==> config.mk <==
export PLATFORM = sky130hd
export DESIGN_NAME = sync_length_frame_receiver
export DESIGN_NICKNAME = d
export VERILOG_FILES = /design/src/sv/slf_pkg.sv /design/src/sv/slf_parser.sv /design/src/sv/slf_out_reg.sv /design/src/sv/sync_length_frame_receiver.sv
export SDC_FILE = /design/constraint.sdc
export NUM_CORES = 1
export LEC_CHECK = 0
export ABC_AREA = 1
export BUFFER_PORTS_ARGS = -buffer_cell sky130_fd_sc_hd__buf_2
export CAP_MARGIN = 10
export CORE_UTILIZATION = 55
export CTS_BUF_LIST = sky130_fd_sc_hd__clkbuf_2
export DETAILED_ROUTE_END_ITERATION = 10
export GPL_TIMING_DRIVEN = 0
export PLACE_DENSITY = 0.77
export SLEW_MARGIN = 5
export SYNTH_ARGS = -nofsm -noshare
export SYNTH_HDL_FRONTEND = slang
export SYNTH_HIERARCHICAL = 1
export SYNTH_SLANG_ARGS = --single-unit
==> constraint.sdc <==
create_clock -name clk -period 2.77 [get_ports clk]
set_clock_uncertainty 0.2 [all_clocks]
set_input_delay 0.4155 -clock clk [delete_from_list [all_inputs] [get_ports clk]]
set_output_delay 0.4155 -clock clk [all_outputs]
set_load 0.05 [all_outputs]
==> src/sv/slf_pkg.sv <==
// ----------------------------------------------------------------------------
// slf_pkg: shared types and constants for the sync/length frame receiver
// Holds the byte codes, parser phases, result kinds and the result record.
// ----------------------------------------------------------------------------
package slf_pkg;

    localparam logic [7:0]  SYNC_BYTE     = 8'h5A;  // 'Z'
    localparam logic [7:0]  START_BYTE    = 8'h58;  // 'X'
    localparam logic [15:0] MAX_LEN_RESET = 16'd1032;

    typedef enum logic [2:0] {
        PH_HUNT    = 3'd0,
        PH_SYNCED  = 3'd1,
        PH_LEN_HI  = 3'd2,
        PH_LEN_LO  = 3'd3,
        PH_PAYLOAD = 3'd4
    } phase_t;

    typedef enum logic [1:0] {
        KIND_DATA  = 2'd0,
        KIND_EMPTY = 2'd1,
        KIND_SYNC  = 2'd2,
        KIND_LONG  = 2'd3
    } kind_t;

    typedef struct packed {
        kind_t       kind;
        logic [7:0]  data_byte;
        logic        last;
    } result_t;

    typedef struct packed {
        logic    push;
        result_t res;
    } result_push_t;

endpackage

==> src/sv/slf_parser.sv <==
// ----------------------------------------------------------------------------
// slf_parser: frame parser state machine
// Consumes one registered byte per step and produces at most one result.
// ----------------------------------------------------------------------------
module slf_parser
    import slf_pkg::*;
(
    input  logic         clk,
    input  logic         rst_n,
    input  logic         step,
    input  logic [7:0]   rx_byte,
    input  logic         cfg_write,
    input  logic [15:0]  cfg_data,
    output result_push_t out
);

    phase_t      phase_reg, phase_next;
    logic [7:0]  length_high_reg, length_high_next;
    logic [15:0] remaining_reg, remaining_next;
    logic [15:0] max_len_reg;
    logic [15:0] size;
    logic        fin;

    assign size = {length_high_reg, rx_byte};
    assign fin  = (remaining_reg <= 16'd1);

    always_ff @(posedge clk or negedge rst_n)
    begin
        if (!rst_n)
        begin
            phase_reg       <= PH_HUNT;
            length_high_reg <= '0;
            remaining_reg   <= '0;
            max_len_reg     <= MAX_LEN_RESET;
        end
        else
        begin
            phase_reg       <= phase_next;
            length_high_reg <= length_high_next;
            remaining_reg   <= remaining_next;
            if (cfg_write)
            begin
                max_len_reg <= cfg_data;
            end
        end
    end

    always_comb
    begin
        phase_next       = phase_reg;
        length_high_next = length_high_reg;
        remaining_next   = remaining_reg;
        out.push         = 1'b0;
        out.res.kind     = KIND_DATA;
        out.res.data_byte = '0;
        out.res.last     = 1'b0;
        if (step)
        begin
            unique case (phase_reg)
                PH_SYNCED:
                begin
                    if (rx_byte == START_BYTE)
                    begin
                        phase_next = PH_LEN_HI;
                    end
                    else if (rx_byte != SYNC_BYTE)
                    begin
                        // byte that breaks sync is consumed, not re-examined
                        phase_next   = PH_HUNT;
                        out.push     = 1'b1;
                        out.res.kind = KIND_SYNC;
                    end
                end
                PH_LEN_HI:
                begin
                    length_high_next = rx_byte;
                    phase_next       = PH_LEN_LO;
                end
                PH_LEN_LO:
                begin
                    if (size > max_len_reg)
                    begin
                        phase_next   = PH_HUNT;
                        out.push     = 1'b1;
                        out.res.kind = KIND_LONG;
                    end
                    else if (size == 16'd0)
                    begin
                        phase_next   = PH_HUNT;
                        out.push     = 1'b1;
                        out.res.kind = KIND_EMPTY;
                    end
                    else
                    begin
                        remaining_next = size;
                        phase_next     = PH_PAYLOAD;
                    end
                end
                PH_PAYLOAD:
                begin
                    out.push          = 1'b1;
                    out.res.kind      = KIND_DATA;
                    out.res.data_byte = rx_byte;
                    out.res.last      = fin;
                    if (fin)
                    begin
                        remaining_next = '0;
                        phase_next     = PH_HUNT;
                    end
                    else
                    begin
                        remaining_next = remaining_reg - 16'd1;
                    end
                end
                default:
                begin
                    phase_next = (rx_byte == SYNC_BYTE) ? PH_SYNCED : PH_HUNT;
                end
            endcase
        end
    end

    // non-data results carry zero payload and no last mark
    a_nondata_clean: assert property (@(posedge clk) disable iff (!rst_n)
        out.push && out.res.kind != KIND_DATA |-> out.res.data_byte == 8'd0 && !out.res.last)
        else $error("non-data result carries payload");

    // payload phase is only entered with a nonzero count
    a_payload_count: assert property (@(posedge clk) disable iff (!rst_n)
        phase_reg == PH_PAYLOAD |-> remaining_reg != 16'd0)
        else $error("payload phase with zero count");

    // every payload step yields a result
    a_payload_push: assert property (@(posedge clk) disable iff (!rst_n)
        step && phase_reg == PH_PAYLOAD |-> out.push)
        else $error("payload byte dropped");

    // last byte of a frame returns to hunting
    a_last_hunt: assert property (@(posedge clk) disable iff (!rst_n)
        out.push && out.res.last |=> phase_reg == PH_HUNT)
        else $error("last byte did not end frame");

endmodule

==> src/sv/slf_out_reg.sv <==
// ----------------------------------------------------------------------------
// slf_out_reg: result register with skid stage
// Holds results toward the output stream; absorbs one result while stalled.
// ----------------------------------------------------------------------------
module slf_out_reg
    import slf_pkg::*;
(
    input  logic         clk,
    input  logic         rst_n,
    input  result_push_t in,
    output logic         in_ready,
    output logic         m_tvalid,
    input  logic         m_tready,
    output result_t      m_res
);

    logic    m_valid_reg;
    result_t m_res_reg;
    logic    skid_valid_reg;
    result_t skid_res_reg;

    assign in_ready = !skid_valid_reg;
    assign m_tvalid = m_valid_reg;
    assign m_res    = m_res_reg;

    always_ff @(posedge clk or negedge rst_n)
    begin
        if (!rst_n)
        begin
            m_valid_reg    <= 1'b0;
            skid_valid_reg <= 1'b0;
        end
        else if (!m_valid_reg || m_tready)
        begin
            m_valid_reg    <= skid_valid_reg || in.push;
            skid_valid_reg <= 1'b0;
        end
        else if (in.push)
        begin
            skid_valid_reg <= 1'b1;
        end
    end

    always_ff @(posedge clk)
    begin
        if (!m_valid_reg || m_tready)
        begin
            m_res_reg <= skid_valid_reg ? skid_res_reg : in.res;
        end
        else if (in.push && !skid_valid_reg)
        begin
            skid_res_reg <= in.res;
        end
    end

    // skid only fills behind a held output
    a_skid_behind: assert property (@(posedge clk) disable iff (!rst_n)
        skid_valid_reg |-> m_valid_reg)
        else $error("skid full with empty output");

    // a stalled output with a push must fill the skid
    a_skid_fill: assert property (@(posedge clk) disable iff (!rst_n)
        m_valid_reg && !m_tready && in.push |=> skid_valid_reg)
        else $error("result lost under stall");

endmodule

==> src/sv/sync_length_frame_receiver.sv <==
// ----------------------------------------------------------------------------
// sync_length_frame_receiver: sync and length-prefixed frame receiver
// Hunts for 'Z'..'Z' 'X', reads a 16-bit length, then passes payload bytes.
// ----------------------------------------------------------------------------
//
//  channel | direction | handshake           | contents
//  --------+-----------+---------------------+---------------------------------
//  s_*     | in        | s_tvalid/s_tready   | tdata[7:0] rx_byte
//  m_*     | out       | m_tvalid/m_tready   | tdata data_byte, tuser kind, tlast
//  cfg_*   | in        | cfg_valid/cfg_ready | cfg_data = max_frame_length
//
// One item per cycle sustained unless the skid is full; an accepted input item
// passes the input register, then the parser into the result register.
// Reset (rst_n low, async) returns to hunting and sets the maximum to 1032.
// A stalled output is absorbed by a one-deep skid stage; the input stalls
// only once the skid is full. cfg_ready is always high.
// ----------------------------------------------------------------------------
module sync_length_frame_receiver
    import slf_pkg::*;
(
    input  logic        clk,
    input  logic        rst_n,
    // input stream
    input  logic        s_tvalid,
    output logic        s_tready,
    input  logic [7:0]  s_tdata,   // [7:0] rx_byte
    // output stream
    output logic        m_tvalid,
    input  logic        m_tready,
    output logic [7:0]  m_tdata,   // [7:0] data_byte
    output logic [1:0]  m_tuser,   // [1:0] kind
    output logic        m_tlast,
    // configuration
    input  logic        cfg_valid,
    output logic        cfg_ready,
    input  logic [15:0] cfg_data
);

    // input register
    logic         in_valid_reg;
    logic [7:0]   in_byte_reg;
    logic         out_ready;
    logic         step;
    result_push_t parse_out;
    result_t      m_res;

    // parser advances whenever a byte is held and the output side has room
    assign step      = in_valid_reg && out_ready;
    assign s_tready  = !in_valid_reg || step;
    assign cfg_ready = 1'b1;

    always_ff @(posedge clk or negedge rst_n)
    begin
        if (!rst_n)
        begin
            in_valid_reg <= 1'b0;
        end
        else if (s_tready)
        begin
            in_valid_reg <= s_tvalid;
        end
    end

    always_ff @(posedge clk)
    begin
        if (s_tready && s_tvalid)
        begin
            in_byte_reg <= s_tdata;
        end
    end

    slf_parser u_parser (
        .clk       (clk),
        .rst_n     (rst_n),
        .step      (step),
        .rx_byte   (in_byte_reg),
        .cfg_write (cfg_valid && cfg_ready),
        .cfg_data  (cfg_data),
        .out       (parse_out)
    );

    slf_out_reg u_out_reg (
        .clk      (clk),
        .rst_n    (rst_n),
        .in       (parse_out),
        .in_ready (out_ready),
        .m_tvalid (m_tvalid),
        .m_tready (m_tready),
        .m_res    (m_res)
    );

    assign m_tdata = m_res.data_byte;
    assign m_tuser = m_res.kind;
    assign m_tlast = m_res.last;

endmodule
# --- Word-level counts from Yosys, hierarchy flattened ---
# Index checks and enable logic that the tools add are counted.
totals:
  latchBits: 0
  ram_bits: 0
  mem_count: 0
  rom_bits: 0
  regBits: 76
  elab_cells: 66
classes:
  magnitude_cmp: 2
  bitwise: 1
  n_mul: 0
  n_shift: 0
  mux: 21
  n_div: 0
  addsub: 1
  n_reduce_logical: 16
  n_eq_ne: 11
ops:
  columns: ["cell", "count"]
  rows:
  - ["2-to-1 mux 16 bit", 3]
  - ["one-hot mux 16 bit (2 select lines)", 1]
  - ["2-to-1 mux 3 bit", 9]
  - ["== test 8 x 7 -> 1 bit, second input constant", 2]
  - ["greater-than comparator 16 bit", 1]
  - ["<= comparator 16 x 1 -> 1 bit, second input constant", 1]
  - ["logical NOT 16 bit", 1]
  - ["subtractor 16 x 1 -> 16 bit, second input constant", 1]
  - ["2-to-1 mux 12 bit", 1]
  - ["one-hot mux 3 bit (4 select lines)", 1]
  - ["2-to-1 mux 11 bit", 1]
  - ["2-to-1 mux 9 bit", 1]
  - ["one-hot mux 3 bit (3 select lines)", 1]
  - ["inequality test 8 x 7 -> 1 bit, second input constant", 1]
  - ["== test 3 x 2 -> 1 bit, second input constant", 2]
  - ["inequality test 2 bit, second input constant", 2]
  - ["AND reduction 2 bit", 2]
  - ["AND reduction 4 bit", 1]
  - ["nonzero test 2 bit", 2]
  - ["== test 3 x 1 -> 1 bit, second input constant", 1]
  - ["== test 3 bit, second input constant", 1]
  - ["logical AND 1 bit", 3]
  - ["logical NOT 1 bit", 3]
  - ["logical OR 1 bit", 3]
  - ["other kinds (5)", 7]

# --- Logic depth before layout (Yosys ltp) ---
depth:
  depth_word: 7
  ltp_mapped: 17
  mapped_depth_nobuf: 17

# --- Modules after synthesis ---
# The synthesis kept the hierarchy.
modules_own_cells:
  columns: ["module", "seq_area_each_um2", "area_per_inst_um2", "instances", "cells_per_inst"]
  rows:
  - ["slf_parser", 1078.5, 2847.7, 1, 403]
  - ["slf_out_reg", 710.7, 883.3, 1, 67]
  - ["sync_length_frame_receiver", 265.3, 304.0, 1, 18]

# --- Least setup slack after synthesis ---
# OpenSTA, ideal clock, no wires.
synth_path:
  path_type: "flip-flop to flip-flop"
  start: "register u_parser.max_len_reg[3]"
  end: "register u_out_reg/skid_res_reg[0] in the netlist's numbering, enable pin"
  setup_time_ns: 0.378
  required_time_ns: 2.192
  arrival_time_ns: 2.125
  setup_slack_ns: 0.066
  stages_incl_launch_ff: 17
  cell_sequence: "dfstp_2 inv_1 ha_1 nand2_1 inv_1 nand2_1 nand2_1 nand2_1 nand2_1 nand2_1 nand2_1 nand3_2 nand2_1 nand2_1 nand2_1 nand2_1 nor2_1"
synth_rtl:
  columns: ["element", "line_no", "source"]
  rows:
  - ["start: declaration", "slf_parser.sv:20", "logic [15:0] max_len_reg;"]
  - ["start signal: assignment", "slf_parser.sv:43", "max_len_reg <= cfg_data;"]
  - ["end signal: assignment", "slf_out_reg.sv:52", "skid_res_reg <= in.res;"]
  - ["end: declaration", "slf_out_reg.sv:20", "result_t skid_res_reg;"]

==> run summary <==
The path with the worst hold slack has its endpoint at u_parser/max_len_reg[10]. Data on the critical path is required at its endpoint by 2830 ps. The worst setup path is launched from a register.

After detailed routing, the number of vias per cell comes to 5.34. The number of placement rows was 30. Once detail routing completed, the nets flagged for antenna violations numbered 0. The ratio of total power to cell area was 431 mW/mm^2. Number of buffers on the longest clock path: 2.

Setup violations remaining at the end of the flow were counted as 0. The largest total area in the synthesized netlist belongs to dfrtp_1. The area share of the leading cell type in the synthesized netlist works out to 27.3%. The final layout contains routed wiring with a total length of 9760 um. For this run, the top clock speed supported by timing is 383 MHz.

The count of flip-flops with a built-in enable after synthesis is 30. The tools report the source of the worst hold timing path as cfg_valid. The total clock sinks is 76, and the total of warnings raised by yosys is 6. The logs give 3437 for the number of global-route vias before repair and 2660 ps for the arrival time of data at the critical path endpoint. For the HPWL after detailed placement, the log shows 6270 um.

After detailed placement, the total cell area comes to 0.00436 sq mm. The floorplan step set the die width to 87.7 um. Setup repair after global routing left no endpoint under its margin. The number of clock buffers added by TritonCTS is 9. The mapped netlist covers 0.00404 sq mm. The tools report the reg-to-reg critical path startpoint as u_parser/max_len_reg[3]. The flow ran to the end, and the final reports show no timing, DRC or antenna violations.

In the synthesized netlist the dominant register cell turns out to be dfrtp_1. The critical path in this run is classified as register to register. Entering global routing, the biggest net connects 47 pins. The cell at the root of the clock tree was clkbuf_2. In this run the worst hold path is classified as input pin to register. The first detailed-routing pass ran for 5 iterations. The initial antenna violation count is 0. For this configuration, the core starts out at a cell density of 58.1%. The logs give 231 ps for the worst hold margin and 0.00481 sq mm for the area of all placed cells without fillers.

The count of buffers from port buffering is 41, and the fraction of layout instances using a drive strength above 1 is 14.4%. For this run, the total global-route usage over all layers was measured as 27.6%. The flip-flop and latch count after synthesis came out at 76.

Summed over all failing endpoints, the final setup total negative slack is 0 ps. TritonCTS built the clock tree. For this block, the via count after detailed routing is 3584. At the pin with the least slew margin, the transition time is 1010 ps. Dividing the detail-routed wire length by the instance count gives 14.5 um.

The kind of end point of the critical path was a register. Synthesized instance count: 488. The logs give 0 for the max-cap violation count and 50.9% for the fraction of the yosys area taken by sequential cells. The layout overhead on the synthesized area is 19.1%. The first-pass GRT wire length was 15800 um; the final critical-path share of the clock period was 94.2%.

The layout has 544 filler cells. Along the worst hold path, the cell count comes to 4. Overflow left after global routing: 0. The reported leakage power is 0.00253 uW, and the antenna cell count is 0.

The later-pin clock latency in the skew report was 510 ps. The most critical setup path has its startpoint at u_parser/max_len_reg[3]. After synthesis, the share of flip-flops with an asynchronous set or reset is 60.5%. The run gives 43 as the number of placed I/O pins. Measured along the y axis, the die boundary spans 87.7 um.

The logs give 32.7% for the tightest slew margin relative to the limit and 0 for the post-detailed-route DRC marker count. The total area inside the core boundary comes to 0.00694 sq mm. Post-synthesis net count: 535.

The tools report the final-report hold violation count as 0. For the worst flop-to-flop path, the logic depth is 17. The largest fanout on the critical path was 3. Subtracting the final worst setup slack from the clock period gives 2610 ps. The number of max-slew violations in the final report was 0. For the maximum VDD drop, the log shows 0.000399 V. Synthesis instantiated 35 different standard cells from the library. Setup slack closes at 161 ps. For this run, the post-layout net count is 617. The average cell area after synthesis works out to 8.27 sq um. The detailed router finished its first iteration with 232 violations. The H-tree was split into 3 levels. The end of the worst register-to-register path was u_out_reg/skid_res_reg[7]. The clock-pin slew on the worst setup and hold paths is 220 ps, and the register-to-register path setup slack is 160 ps.

The congestion estimate from routability-driven global placement came to 0.942. The die covers 0.00768 sq mm. Ranked by total cell area, the synthesized netlist is headed by dfrtp_1 27%, edfxtp_1 22%, nand2_1 16%. Worst setup slack before clock tree synthesis: -481 ps.
-- final cells by class --
cell class,instances,area [sq um],share of cell area [%]
flip-flops and latches,76,2050,42.7
multi-input cells,351,1740,36.3
repair buffers,71,510,10.6
inverters,49,184,3.83
well taps,96,120,2.50
clock inverters,7,76.3,1.59
plain buffers,12,72.6,1.51
clock buffers,9,45.0,0.937
-- worst max-delay path, stage by stage (launching register included) --
cell     delay (ps)
dfstp_2         570
inv_1            50
ha_1            290
nand2_1          70
inv_1            50
nand2_1          50
nand2_1          60
nand2_1          50
nand2_1          50
nand2_1          40
nand2_1         130
nand3_4          80
nand2_1          70
nand2_1          70
nand2_1         100
nand2_1         100
nor2_4          160
buf_4           160
-- power breakdown --
group | internal, uW | switching (uW) | leakage (uW)
registers | 1200 | 16.7 | 0.000949
logic | 88.0 | 127 | 0.00151
clock network | 215 | 420 | 0.0000738
-- what timing repair did --
item / in CTS / in global routing
resized for setup: 3 / 1
hold buffers: 27 / 0
setup buffers: 2 / 1
pin swaps: 1 / 0
endpoints found under the hold margin: 69 / 0
setup endpoints to repair: 11 / 11
-- logic make-up after synthesis --
group,after synthesis,share of synthesized area (%)
simple gates,266,27.2
compound gates,55,7.41
flops,76,50.9
mux,1,0.279
buf+inv,61,6.36
other cells,1,0.0929
xor+xnor,10,2.17
fa+ha+maj,18,5.58
-- cell usage after synthesis, types with 2 or more instances --
master    instances
xnor2_1           8
a21oi_1           9
nor3_1            3
buf_6             2
xor2_1            2
a31oi_1           3
nand4_1           4
dfrtp_1          44
o21ai_0          33
inv_2             3
o22ai_1           5
dfstp_2           2
clkbuf_1          6
nand3_1          26
nand3_2           2
buf_4             3
nor2_2            3
nand2_1         175
ha_1             18
inv_1            46
edfxtp_1         30
nor2_1           47
nand3b_1          2
-- worst max-delay path by stage --
stage / end / slack [ps] / depth (start not counted)
2_1_floorplan: u_out_reg/skid_res_reg[0] / 70 / 16
3_3_place_gp: u_out_reg/skid_res_reg[4] / -400 / 12
3_5_place_dp: u_out_reg/skid_res_reg[5] / -480 / 12
4_1_cts: u_out_reg/skid_res_reg[8] / 40 / 13
5_1_grt: u_out_reg/skid_res_reg[8] / 20 / 17
6_report: u_out_reg/skid_res_reg[7] / 160 / 17
-- per-layer routing --
| layer | up-vias | GRT usage, % | share of wire [%] |
|---|---|---|---|
| li1 | 1745 | - | - |
| met2 | 136 | 48.3 | 51 |
| met3 | 25 | 4.24 | 5.3 |
| met5 | - | 0 | 0 |
| met1 | 1678 | 33.5 | 41 |
| met4 | 0 | 13.3 | 2.3 |
-- cell usage in the layout (no fill, tap or decap), types with 6 or more instances in the layout --
cell type / count
nand2_1: 175
inv_1: 46
nor2_1: 46
dfrtp_1: 44
buf_2: 42
o21ai_0: 33
edfxtp_1: 30
dlygate4sd3_1: 27
nand3_1: 26
ha_1: 18
a21oi_1: 9
clkbuf_2: 9
xnor2_1: 8
clkbuf_1: 6
-- metrics by stage --
| stage | instances | utilization [%] | total power (uW) |
|---|---|---|---|
| global route | 671 | 69.2 | 2150 |
| detailed placement | 625 | 62.8 | 1420 |
| floorplan | 488 | - | 1340 |
| global placement | 625 | 62.8 | 1410 |
| CTS | 670 | 69.0 | 2070 |
| finish | 671 | 69.2 | 2070 |
Note: power is estimated with default switching activity, not from simulation.
